**config.mk**
```make
export PLATFORM = sky130hd
export DESIGN_NAME = rtts_back
export DESIGN_NICKNAME = d
export VERILOG_FILES = /design/src/hdl/rtts_pkg.sv /design/src/hdl/rtts_back.sv
export SDC_FILE = /design/constraint.sdc
export NUM_CORES = 2
export LEC_CHECK = 0
export BUFFER_PORTS_ARGS = -buffer_cell sky130_fd_sc_hd__buf_2
export CAP_MARGIN = 30
export CORE_MARGIN = 2
export CORE_UTILIZATION = 40
export DETAILED_ROUTE_END_ITERATION = 8
export PLACE_DENSITY = 0.63
export SYNTH_ARGS = -nofsm -noshare
export SYNTH_HDL_FRONTEND = slang
export SYNTH_SLANG_ARGS = --single-unit
```
**constraint.sdc**
```tcl
create_clock -name clk -period 17.2 [get_ports clk]
set_input_delay 3.44 -clock clk [delete_from_list [all_inputs] [get_ports clk]]
set_output_delay 3.44 -clock clk [all_outputs]
set_load 0.005 [all_outputs]
```
**src/hdl/rtts_pkg.sv**
```systemverilog
`timescale 1ns / 1ps
// Shared constants and types for the round-trip time statistics block.
package rtts_pkg;

	// Field and accumulator widths
	localparam int COUNT_BITS     = 16;
	localparam int DELAY_BITS     = 24;
	localparam int SUM_BITS       = 40;
	localparam int SQ_BITS        = 64;
	localparam int OUT_COUNT_BITS = 16;
	localparam int OUT_DELAY_BITS = 24;

	// Event kinds on the input channel
	localparam logic KIND_REQUEST = 1'b0;
	localparam logic KIND_REPLY   = 1'b1;

	// Variance datapath: n * sum_sq and sum^2 need COUNT_BITS + SQ_BITS bits
	localparam int PROD_BITS = COUNT_BITS + SQ_BITS;
	localparam int MUL_BITS  = 32;
	localparam int HALF_BITS = SUM_BITS / 2;

	// Shared divider: remainder and divisor hold n^2, quotient holds a squared delay
	localparam int DIV_BITS     = 2 * COUNT_BITS;
	localparam int QUO_BITS     = 2 * DELAY_BITS;
	localparam int DIV_CNT_BITS = $clog2(QUO_BITS + 1);

	// Queue between front and back
	localparam int QUEUE_DEPTH = 2;
	localparam int QPTR_BITS   = $clog2(QUEUE_DEPTH);

	// Statistics after one item
	typedef struct packed {
		logic [COUNT_BITS-1:0] sent;
		logic [COUNT_BITS-1:0] recv;
		logic [DELAY_BITS-1:0] min_d;
		logic [DELAY_BITS-1:0] max_d;
		logic [SUM_BITS-1:0]   sum;
		logic [SQ_BITS-1:0]    sq_sum;
	} snap_t;

	// Request to the shared divider
	typedef struct packed {
		logic                    start;
		logic [DIV_BITS-1:0]     rem_init;
		logic [QUO_BITS-1:0]     dividend;
		logic [DIV_BITS-1:0]     divisor;
		logic [DIV_CNT_BITS-1:0] steps;
	} div_req_t;

	// Status and result of the shared divider
	typedef struct packed {
		logic                busy;
		logic                done;
		logic [QUO_BITS-1:0] quot;
	} div_rsp_t;

endpackage

```
**src/hdl/rtts_back.sv**
```systemverilog
`timescale 1ns / 1ps
// Back part: works out mean and standard deviation from each snapshot and holds the result.
module rtts_back (
	input  logic                                clk,
	input  logic                                arst_n,
	input  logic                                empty,
	input  rtts_pkg::snap_t                     rd_data,
	output logic                                pop,
	output rtts_pkg::div_req_t                  div_req,
	input  rtts_pkg::div_rsp_t                  div_rsp,
	output logic                                out_valid,
	input  logic                                out_stall,
	output logic [rtts_pkg::OUT_COUNT_BITS-1:0] sent_count,
	output logic [rtts_pkg::OUT_COUNT_BITS-1:0] received_count,
	output logic [rtts_pkg::OUT_DELAY_BITS-1:0] min_delay_us,
	output logic [rtts_pkg::OUT_DELAY_BITS-1:0] max_delay_us,
	output logic [rtts_pkg::OUT_DELAY_BITS-1:0] mean_delay_us,
	output logic [rtts_pkg::OUT_DELAY_BITS-1:0] stddev_delay_us
);
	import rtts_pkg::*;

	// Sequencer states
	localparam logic [2:0] ST_IDLE = 3'd0;
	localparam logic [2:0] ST_MUL  = 3'd1;
	localparam logic [2:0] ST_SUB  = 3'd2;
	localparam logic [2:0] ST_MEAN = 3'd3;
	localparam logic [2:0] ST_VAR  = 3'd4;
	localparam logic [2:0] ST_SQRT = 3'd5;
	localparam logic [2:0] ST_DONE = 3'd6;

	// Partial products through the shared multiplier
	localparam logic [2:0] MUL_A_LO = 3'd0;
	localparam logic [2:0] MUL_A_HI = 3'd1;
	localparam logic [2:0] MUL_B_LL = 3'd2;
	localparam logic [2:0] MUL_B_LH = 3'd3;
	localparam logic [2:0] MUL_B_HH = 3'd4;
	localparam logic [2:0] MUL_NSQ  = 3'd5;
	localparam logic [2:0] MUL_END  = 3'd6;

	localparam int SQRT_STEPS    = QUO_BITS / 2;
	localparam int SQRT_CNT_BITS = $clog2(SQRT_STEPS);
	localparam int SREM_BITS     = DELAY_BITS + 2;
	localparam logic [SQRT_CNT_BITS-1:0] SQRT_LAST = SQRT_CNT_BITS'(SQRT_STEPS - 1);

	logic [2:0]               state_q;
	logic [2:0]               mul_idx_q;
	logic                     pv_s1;
	logic [2:0]               tag_s1;
	logic [2*MUL_BITS-1:0]    prod_s1;
	logic [SQRT_CNT_BITS-1:0] sq_cnt_q;
	logic                     out_valid_q;

	snap_t                    snap_q;
	logic [PROD_BITS-1:0]     acc_a_q;
	logic [PROD_BITS-1:0]     acc_b_q;
	logic [DIV_BITS-1:0]      nsq_q;
	logic [PROD_BITS-1:0]     diff_q;
	logic [DELAY_BITS-1:0]    mean_q;
	logic [QUO_BITS-1:0]      rad_q;
	logic [SREM_BITS-1:0]     srem_q;
	logic [DELAY_BITS-1:0]    root_q;

	logic                     mul_issue;
	logic                     out_load;
	logic [MUL_BITS-1:0]      opa;
	logic [MUL_BITS-1:0]      opb;
	logic [SREM_BITS+1:0]     sq_shift;
	logic [SREM_BITS+1:0]     sq_trial;
	logic [SREM_BITS+1:0]     sq_diff;
	logic                     sq_ge;

	logic [OUT_COUNT_BITS-1:0] sent_q;
	logic [OUT_COUNT_BITS-1:0] recv_q;
	logic [OUT_DELAY_BITS-1:0] min_q;
	logic [OUT_DELAY_BITS-1:0] max_q;
	logic [OUT_DELAY_BITS-1:0] mean_out_q;
	logic [OUT_DELAY_BITS-1:0] sd_out_q;

	assign pop       = (state_q == ST_IDLE) && !empty;
	assign mul_issue = (state_q == ST_MUL) && (mul_idx_q != MUL_END);
	assign out_load  = (state_q == ST_DONE) && (!out_valid_q || !out_stall);

	// Select multiplier operands
	always_comb begin
		case (mul_idx_q)
			MUL_A_LO: begin
				opa = MUL_BITS'(snap_q.recv);
				opb = snap_q.sq_sum[MUL_BITS-1:0];
			end
			MUL_A_HI: begin
				opa = MUL_BITS'(snap_q.recv);
				opb = snap_q.sq_sum[SQ_BITS-1:MUL_BITS];
			end
			MUL_B_LL: begin
				opa = MUL_BITS'(snap_q.sum[HALF_BITS-1:0]);
				opb = MUL_BITS'(snap_q.sum[HALF_BITS-1:0]);
			end
			MUL_B_LH: begin
				opa = MUL_BITS'(snap_q.sum[HALF_BITS-1:0]);
				opb = MUL_BITS'(snap_q.sum[SUM_BITS-1:HALF_BITS]);
			end
			MUL_B_HH: begin
				opa = MUL_BITS'(snap_q.sum[SUM_BITS-1:HALF_BITS]);
				opb = MUL_BITS'(snap_q.sum[SUM_BITS-1:HALF_BITS]);
			end
			MUL_NSQ: begin
				opa = MUL_BITS'(snap_q.recv);
				opb = MUL_BITS'(snap_q.recv);
			end
			default: begin
				opa = '0;
				opb = '0;
			end
		endcase
	end

	// Start the mean divide, then the variance divide when the mean is in
	always_comb begin
		div_req = '0;
		if (state_q == ST_SUB) begin
			div_req.start    = 1'b1;
			div_req.rem_init = DIV_BITS'(snap_q.sum[SUM_BITS-1:DELAY_BITS]);
			div_req.dividend = {snap_q.sum[DELAY_BITS-1:0], (QUO_BITS - DELAY_BITS)'(0)};
			div_req.divisor  = DIV_BITS'(snap_q.recv);
			div_req.steps    = DIV_CNT_BITS'(DELAY_BITS);
		end else if ((state_q == ST_MEAN) && div_rsp.done) begin
			div_req.start    = 1'b1;
			div_req.rem_init = diff_q[PROD_BITS-1:QUO_BITS];
			div_req.dividend = diff_q[QUO_BITS-1:0];
			div_req.divisor  = nsq_q;
			div_req.steps    = DIV_CNT_BITS'(QUO_BITS);
		end
	end

	// One step of the digit-by-digit square root
	assign sq_shift = {srem_q, rad_q[QUO_BITS-1:QUO_BITS-2]};
	assign sq_trial = {2'b00, root_q, 2'b01};
	assign sq_ge    = (sq_shift >= sq_trial);
	assign sq_diff  = sq_shift - sq_trial;

	// Sequencer and handshake control
	always_ff @(posedge clk or negedge arst_n) begin
		if (!arst_n) begin
			state_q     <= ST_IDLE;
			mul_idx_q   <= '0;
			pv_s1       <= 1'b0;
			sq_cnt_q    <= '0;
			out_valid_q <= 1'b0;
		end else begin
			pv_s1 <= mul_issue;
			case (state_q)
				ST_IDLE: begin
					mul_idx_q <= '0;
					if (!empty) begin
						state_q <= (rd_data.recv == '0) ? ST_DONE : ST_MUL;
					end
				end
				ST_MUL: begin
					mul_idx_q <= mul_idx_q + 1'b1;
					if (mul_idx_q == MUL_END) begin
						state_q <= ST_SUB;
					end
				end
				ST_SUB: begin
					state_q <= ST_MEAN;
				end
				ST_MEAN: begin
					if (div_rsp.done) begin
						state_q <= ST_VAR;
					end
				end
				ST_VAR: begin
					sq_cnt_q <= '0;
					if (div_rsp.done) begin
						state_q <= ST_SQRT;
					end
				end
				ST_SQRT: begin
					sq_cnt_q <= sq_cnt_q + 1'b1;
					if (sq_cnt_q == SQRT_LAST) begin
						state_q <= ST_DONE;
					end
				end
				ST_DONE: begin
					if (out_load) begin
						state_q <= ST_IDLE;
					end
				end
				default: begin
					state_q <= ST_IDLE;
				end
			endcase
			// Hold the result until it is transferred
			if (out_load) begin
				out_valid_q <= 1'b1;
			end else if (!out_stall) begin
				out_valid_q <= 1'b0;
			end
		end
	end

	// Datapath registers
	always_ff @(posedge clk) begin
		if (pop) begin
			snap_q <= rd_data;
			mean_q <= '0;
			root_q <= '0;
		end
		// Multiply, then accumulate in the next cycle
		if (mul_issue) begin
			prod_s1 <= opa * opb;
			tag_s1  <= mul_idx_q;
		end
		if (pv_s1) begin
			case (tag_s1)
				MUL_A_LO: acc_a_q <= PROD_BITS'(prod_s1);
				MUL_A_HI: acc_a_q <= acc_a_q + (PROD_BITS'(prod_s1) << MUL_BITS);
				MUL_B_LL: acc_b_q <= PROD_BITS'(prod_s1);
				MUL_B_LH: acc_b_q <= acc_b_q + (PROD_BITS'(prod_s1) << (HALF_BITS + 1));
				MUL_B_HH: acc_b_q <= acc_b_q + (PROD_BITS'(prod_s1) << SUM_BITS);
				MUL_NSQ:  nsq_q   <= prod_s1[DIV_BITS-1:0];
				default: begin
				end
			endcase
		end
		// Clamp a negative variance term to zero
		if (state_q == ST_SUB) begin
			diff_q <= (acc_a_q >= acc_b_q) ? (acc_a_q - acc_b_q) : '0;
		end
		if ((state_q == ST_MEAN) && div_rsp.done) begin
			mean_q <= div_rsp.quot[DELAY_BITS-1:0];
		end
		if ((state_q == ST_VAR) && div_rsp.done) begin
			rad_q  <= div_rsp.quot;
			srem_q <= '0;
			root_q <= '0;
		end
		if (state_q == ST_SQRT) begin
			srem_q <= sq_ge ? sq_diff[SREM_BITS-1:0] : sq_shift[SREM_BITS-1:0];
			root_q <= {root_q[DELAY_BITS-2:0], sq_ge};
			rad_q  <= {rad_q[QUO_BITS-3:0], 2'b00};
		end
		// Load the output register
		if (out_load) begin
			sent_q     <= snap_q.sent[OUT_COUNT_BITS-1:0];
			recv_q     <= snap_q.recv[OUT_COUNT_BITS-1:0];
			min_q      <= OUT_DELAY_BITS'(snap_q.min_d);
			max_q      <= OUT_DELAY_BITS'(snap_q.max_d);
			mean_out_q <= OUT_DELAY_BITS'(mean_q);
			sd_out_q   <= OUT_DELAY_BITS'(root_q);
		end
	end

	assign out_valid       = out_valid_q;
	assign sent_count      = sent_q;
	assign received_count  = recv_q;
	assign min_delay_us    = min_q;
	assign max_delay_us    = max_q;
	assign mean_delay_us   = mean_out_q;
	assign stddev_delay_us = sd_out_q;

`ifndef NO_ASSERTIONS
	a_div_start_free: assert property (@(posedge clk) disable iff (!arst_n)
		div_req.start |-> !div_rsp.busy) else $error("divider started while busy");
	a_div_done_awaited: assert property (@(posedge clk) disable iff (!arst_n)
		div_rsp.done |-> (state_q == ST_MEAN || state_q == ST_VAR))
		else $error("divider finished with no sequencer waiting");
`endif

endmodule

```
# Yosys cells after proc, flatten, opt, wreduce, memory -nomap -nowiden
# Cells that the tools add are included.
[word_totals] out_inout_bits=249 elab_cells=118 ff_bits=786
[op_classes] multipliers=1 magnitude_cmp=2 n_eq_ne=26 addsub=7 n_mux=27 n_reduce_logical=27
[ops] op="$add 80x80->80" n=3
[ops] op="$pmux 80 s3" n=1
[ops] op="$mux 119" n=2
[ops] op="$pmux 32 s5" n=1
[ops] op="$pmux 80 s2" n=1
[ops] op="$mux 24" n=4
[ops] op="$mux 48" n=2
[ops] op="$ge 80x80->1" n=1
[ops] op="$sub 80x80->80" n=1
[ops] op="$mux 26" n=3
[ops] op="$mul 32x32->64" n=1
[ops] op="$pmux 20 s3" n=1
[ops] op="$ge 28x26->1" n=1
[ops] op="$sub 26x26->26" n=1
[ops] op="$eq 3x3->1 const B" n=8
[ops] op="$mux 3" n=7
[ops] op="$pmux 3 s7" n=1
[ops] op="$eq 3x2->1 const B" n=6
[ops] op="$logic_not 16->1" n=1
[ops] op="$ne 2x2->1 const B" n=5
[ops] op="$pmux 5 s2" n=1
[ops] op="$reduce_bool 2->1" n=5
[ops] op="$eq 3x1->1 const B" n=3
[ops] op="$logic_not 3->1" n=3
[ops] op="15 further kinds" n=27

# Depth between registers and ports, before layout
[logic_depth] word_depth=5 ltp_mapped=38 mapped_depth_nobuf=33

# Worst setup path before layout
# No wires, ideal clock.
[synth_path] kind="input to output" start="in empty" end="out pop" required_time_ns=13.760 cell_stages=3 path_slack_ns=6.564 arrival_ns=7.196 cell_sequence="nor2_1 nand2_1 inv_1"
[synth_between] elab_chain_len=2
[synth_lines] element="from (decl)" line_no="rtts_back.sv:6" rtl="input logic empty,"
[synth_lines] element="$logic_not 1->1"
[synth_lines] element="$logic_and 1x1->1" line_no="rtts_back.sv:79" rtl="assign pop = (state_q == ST_IDLE) && !empty;"
[synth_lines] element="to (decl)" line_no="rtts_back.sv:8" rtl="output logic pop,"
# Every way passes these cells.

# Worst setup path in the final report
[layout_path] start="reg mul_idx_q[0]" end="reg prod_s1[45] (data pin)"
[layout_between] elab_chain_len=4
[layout_lines] element="from (decl)" line_no="rtts_back.sv:46" rtl="logic [2:0] mul_idx_q;"
[layout_lines] element="from (signal assigned)" line_no="rtts_back.sv:159" rtl="mul_idx_q <= mul_idx_q + 1'b1;"
[layout_lines] element="$eq 3x3->1 (tied with other cells)" line_no="rtts_back.sv:85" rtl="case (mul_idx_q)"
[layout_lines] element="$reduce_or 3->1 (no line) or $reduce_or 2->1 (tied branches)"
[layout_lines] element="$pmux 20 s3 or $pmux 32 s5 (tied branches)" line_no="rtts_back.sv:85"
[layout_lines] element="$mul 32x32->64 *" line_no="rtts_back.sv:211" rtl="prod_s1 <= opa * opb;"
[layout_lines] element="to (signal assigned)" line_no="rtts_back.sv:211"
[layout_lines] element="to (decl)" line_no="rtts_back.sv:49" rtl="logic [2*MUL_BITS-1:0] prod_s1;"
# Mark *: on every way between the ends. The rest lies on a longest branch, timed or not.
# A chain may end at the register's enable or synchronous reset.

==> impl_metrics.json <==
{
  "run_status": "finished, final reports clean",
  "wl_um": 222500,
  "cts_made_buffers": 89,
  "dieArea_um2": 160100,
  "synth_edf_count": 759,
  "seq_area_frac_synth_pct": 36.90,
  "via_per_inst": 5.709,
  "finalWeightedCongestion": 0.9926,
  "finalSetupViolations": 0,
  "cp-start-kind": "register",
  "yosys.area.top_type": "edfxtp_1",
  "gr-usage-met3_pct": 7.305,
  "drc_errors": 0,
  "crit_path_max_incr_delay_ns": 1.02,
  "crit_type": "reg -> reg",
  "track_usage_pct": 27.23,
  "fp.dieH_um": 400.1,
  "synthCells": 6197,
  "ctsRootBufferMaster": "clkbuf_16",
  "syn_avg_cell_area_um2": 10.13,
  "async_flop_share_pct": 1.680,
  "final_max_slew_viol_count": 0,
  "tritoncts": "yes",
  "min_to": "mean_delay_us[4]",
  "grt_antenna_before_repair": 27,
  "synth.cell_area_um2": 62760,
  "hold_depth": 0,
  "synth-seq-cells": 774,
  "clkLatencyLatePin_ns": 0.73,
  "required_ns": 17.63,
  "setup_tns_ns": 0,
  "reg2reg_depth": 31,
  "grt_overflow": 0,
  "post_cts_resized": 0,
  "max_freq_ghz": 0.08995,
  "r2r_end": "prod_s1[45]",
  "worstSetupEndpointType": "register",
  "reg2reg_setup_slack_ns": 6.08,
  "ant_nets": 0,
  "fill_cells": 14869,
  "grt_pass1_wl_um": 317900,
  "numPortBuffers": 482,
  "core_area_um2": 156000,
  "hpwl_um": 171600,
  "met1_usage_pct": 34.42,
  "rsz0062_at_grt": "false",
  "drt-initial-drc-count": 4927,
  "hold_class": "reg -> reg",
  "layout.nets": 7758,
  "htree_num_levels": 3,
  "vias": 49769,
  "placementRows": 145,
  "ys_types": 84,
  "maxCapViolations": 0,
  "hold_start": "mean_q[4]",
  "die_x_um": 400.1,
  "path_clk_slew_ns": 0.06,
  "busiest_layer": "met2",
  "finalCritPeriodShare_pct": 64.64,
  "wl_per_cell_um": 25.52,
  "min_period_ns": 11.12,
  "yosysWarnings": 0,
  "postCtsSetupRepairBufs": 0,
  "ioPinCount": 487,
  "drt-pass1-iter-count": 7,
  "critPathArrivalTime_ns": 11.55,
  "synthTopCellsByArea": "edfxtp_1, fa_1, ha_1, inv_1, nand2_1",
  "use_met2_pct": 41.88,
  "drive_gt1_share_pct": 11.61,
  "worst_pin_slew_ns": 1.196,
  "syn2layout_area_growth_pct": 12.58,
  "crit_top_cell": "fa_1",
  "start_util_pct": 40.23,
  "grt_pass1_vias": 48206,
  "skew_ns": 0.06100,
  "relSlewSlack_pct": 20.29,
  "r2r_start": "mul_idx_q[0]",
  "grt_start_max_net_pins": 139,
  "cpMaxStageDelayCell": "a222oi_1",
  "synth_top_area_share_pct": 36.31,
  "clock-sinks": 774,
  "holdBufCountCts": 0,
  "clock_path_buffers": 3,
  "synthFlopType": "edfxtp_1",
  "critical_path.max_fanout": 25,
  "hold_viol_final": 0
}
==> critical path: cells and delay by family, from the launching register on <==
family	cells	cell delay [ns]
and+or+nand+nor	3	1.01
AOI/OAI and AO/OA	12	4.04
buffers and inverters	6	0.77
adders and majority gates	9	4.35
DFF	1	0.44
xor gates and xnor gates	1	0.17
==> state kept, by name (all words and copies together) (netlist names), 3 cells and up <==
signal,count
received_count,16
sq_cnt_q,5
state_q,3
root_q,24
prod_s1,52
srem_q,26
acc_b_q,80
diff_q,80
stddev_delay_us,24
nsq_q,32
acc_a_q,80
mul_idx_q,3
max_delay_us,24
tag_s1,3
sent_count,16
mean_q,24
snap_q,184
min_delay_us,24
rad_q,48
mean_delay_us,24
==> cells in the mapped netlist (50+ instances only) <==
cell type  count
xor2_1       115
nand3_1       67
o21bai_1      52
nor2_1       579
edfxtp_1     759
a21oi_1      317
a22o_1       126
o21ai_0      223
and3_1        50
fa_1         540
nand2_1      675
clkbuf_1     271
and2_1       154
a21o_1       194
inv_1        766
ha_1         412
nand4_1       81
xnor2_1      155
==> per-layer routing <==
layer | up-vias | wire (um)
met5 | - | 48
met2 | 2521 | 98020
met1 | 24622 | 85600
li1 | 22031 | -
met4 | 6 | 15020
met3 | 589 | 23800
==> per-stage QoR <==
stage	setup WS (ns)	instance area [um^2]	std cells	utilization [%]	hold slack [ns]
after floorplan	6.564	62770	6199	-	0.4003
after global placement	6.525	67340	8530	43.16	0.4008
after detailed placement	6.504	67420	8533	43.21	0.4045
after CTS	6.430	70570	8699	45.23	0.4134
after global routing	5.667	70640	8710	45.27	0.4218
final	6.083	70660	8717	45.28	0.4100
==> worst max-delay path by stage <==
stage                 start          end  slack, ns  cells after the start
3_3_place_gp   mul_idx_q[0]  prod_s1[45]       6.52                     32
3_5_place_dp   mul_idx_q[0]  prod_s1[45]       6.50                     32
4_1_cts        mul_idx_q[0]  prod_s1[45]       6.43                     31
5_1_grt        mul_idx_q[0]  prod_s1[49]       5.67                     31
6_report       mul_idx_q[0]  prod_s1[45]       6.08                     31
2_1_floorplan         empty          pop       6.56                      3
==> cells in the final DEF, fill, tap and decap left out, types with 19 or more instances in the layout <==
master / n
a211oi_1: 32
a21o_1: 194
a21oi_1: 314
a221oi_1: 19
a22o_1: 126
a22oi_1: 47
a31oi_1: 36
and2_1: 153
and3_1: 49
buf_2: 482
buf_4: 90
clkbuf_16: 89
edfxtp_1: 759
fa_1: 540
ha_1: 412
inv_1: 764
mux2i_1: 22
nand2_1: 673
nand2b_1: 28
nand3_1: 67
nand4_1: 81
nor2_1: 577
nor2b_1: 39
nor3_1: 40
o211ai_1: 22
o21a_1: 35
o21ai_0: 223
o21bai_1: 52
o22ai_1: 26
o31ai_1: 20
xnor2_1: 155
xor2_1: 115
==> kinds of logic after synthesis <==
logic type | after synthesis | synth area share [%]
flops | 774 | 36.90
other cells | 1 | 0.005975
simple gates | 1807 | 12.93
compound gates | 1292 | 13.87
fa+ha+maj | 952 | 25.44
mux | 35 | 0.5841
xor+xnor | 270 | 3.768
buf+inv | 1066 | 6.507
==> final cells by class <==
class / count / area [um^2] / share of cell area [%]
multi-input cells: 4359 / 35610 / 50.41
flip-flops and latches: 774 / 23160 / 32.77
repair buffers: 578 / 3238 / 4.583
inverters: 766 / 2883 / 4.080
well taps: 2058 / 2575 / 3.644
clock buffers: 103 / 2290 / 3.241
clock inverters: 63 / 858.3 / 1.215
diodes: 16 / 40.04 / 0.05667
Power is left out: the tool's default activity adds up to more than one toggle a clock period on the data nets, which glitch-free logic cannot reach.
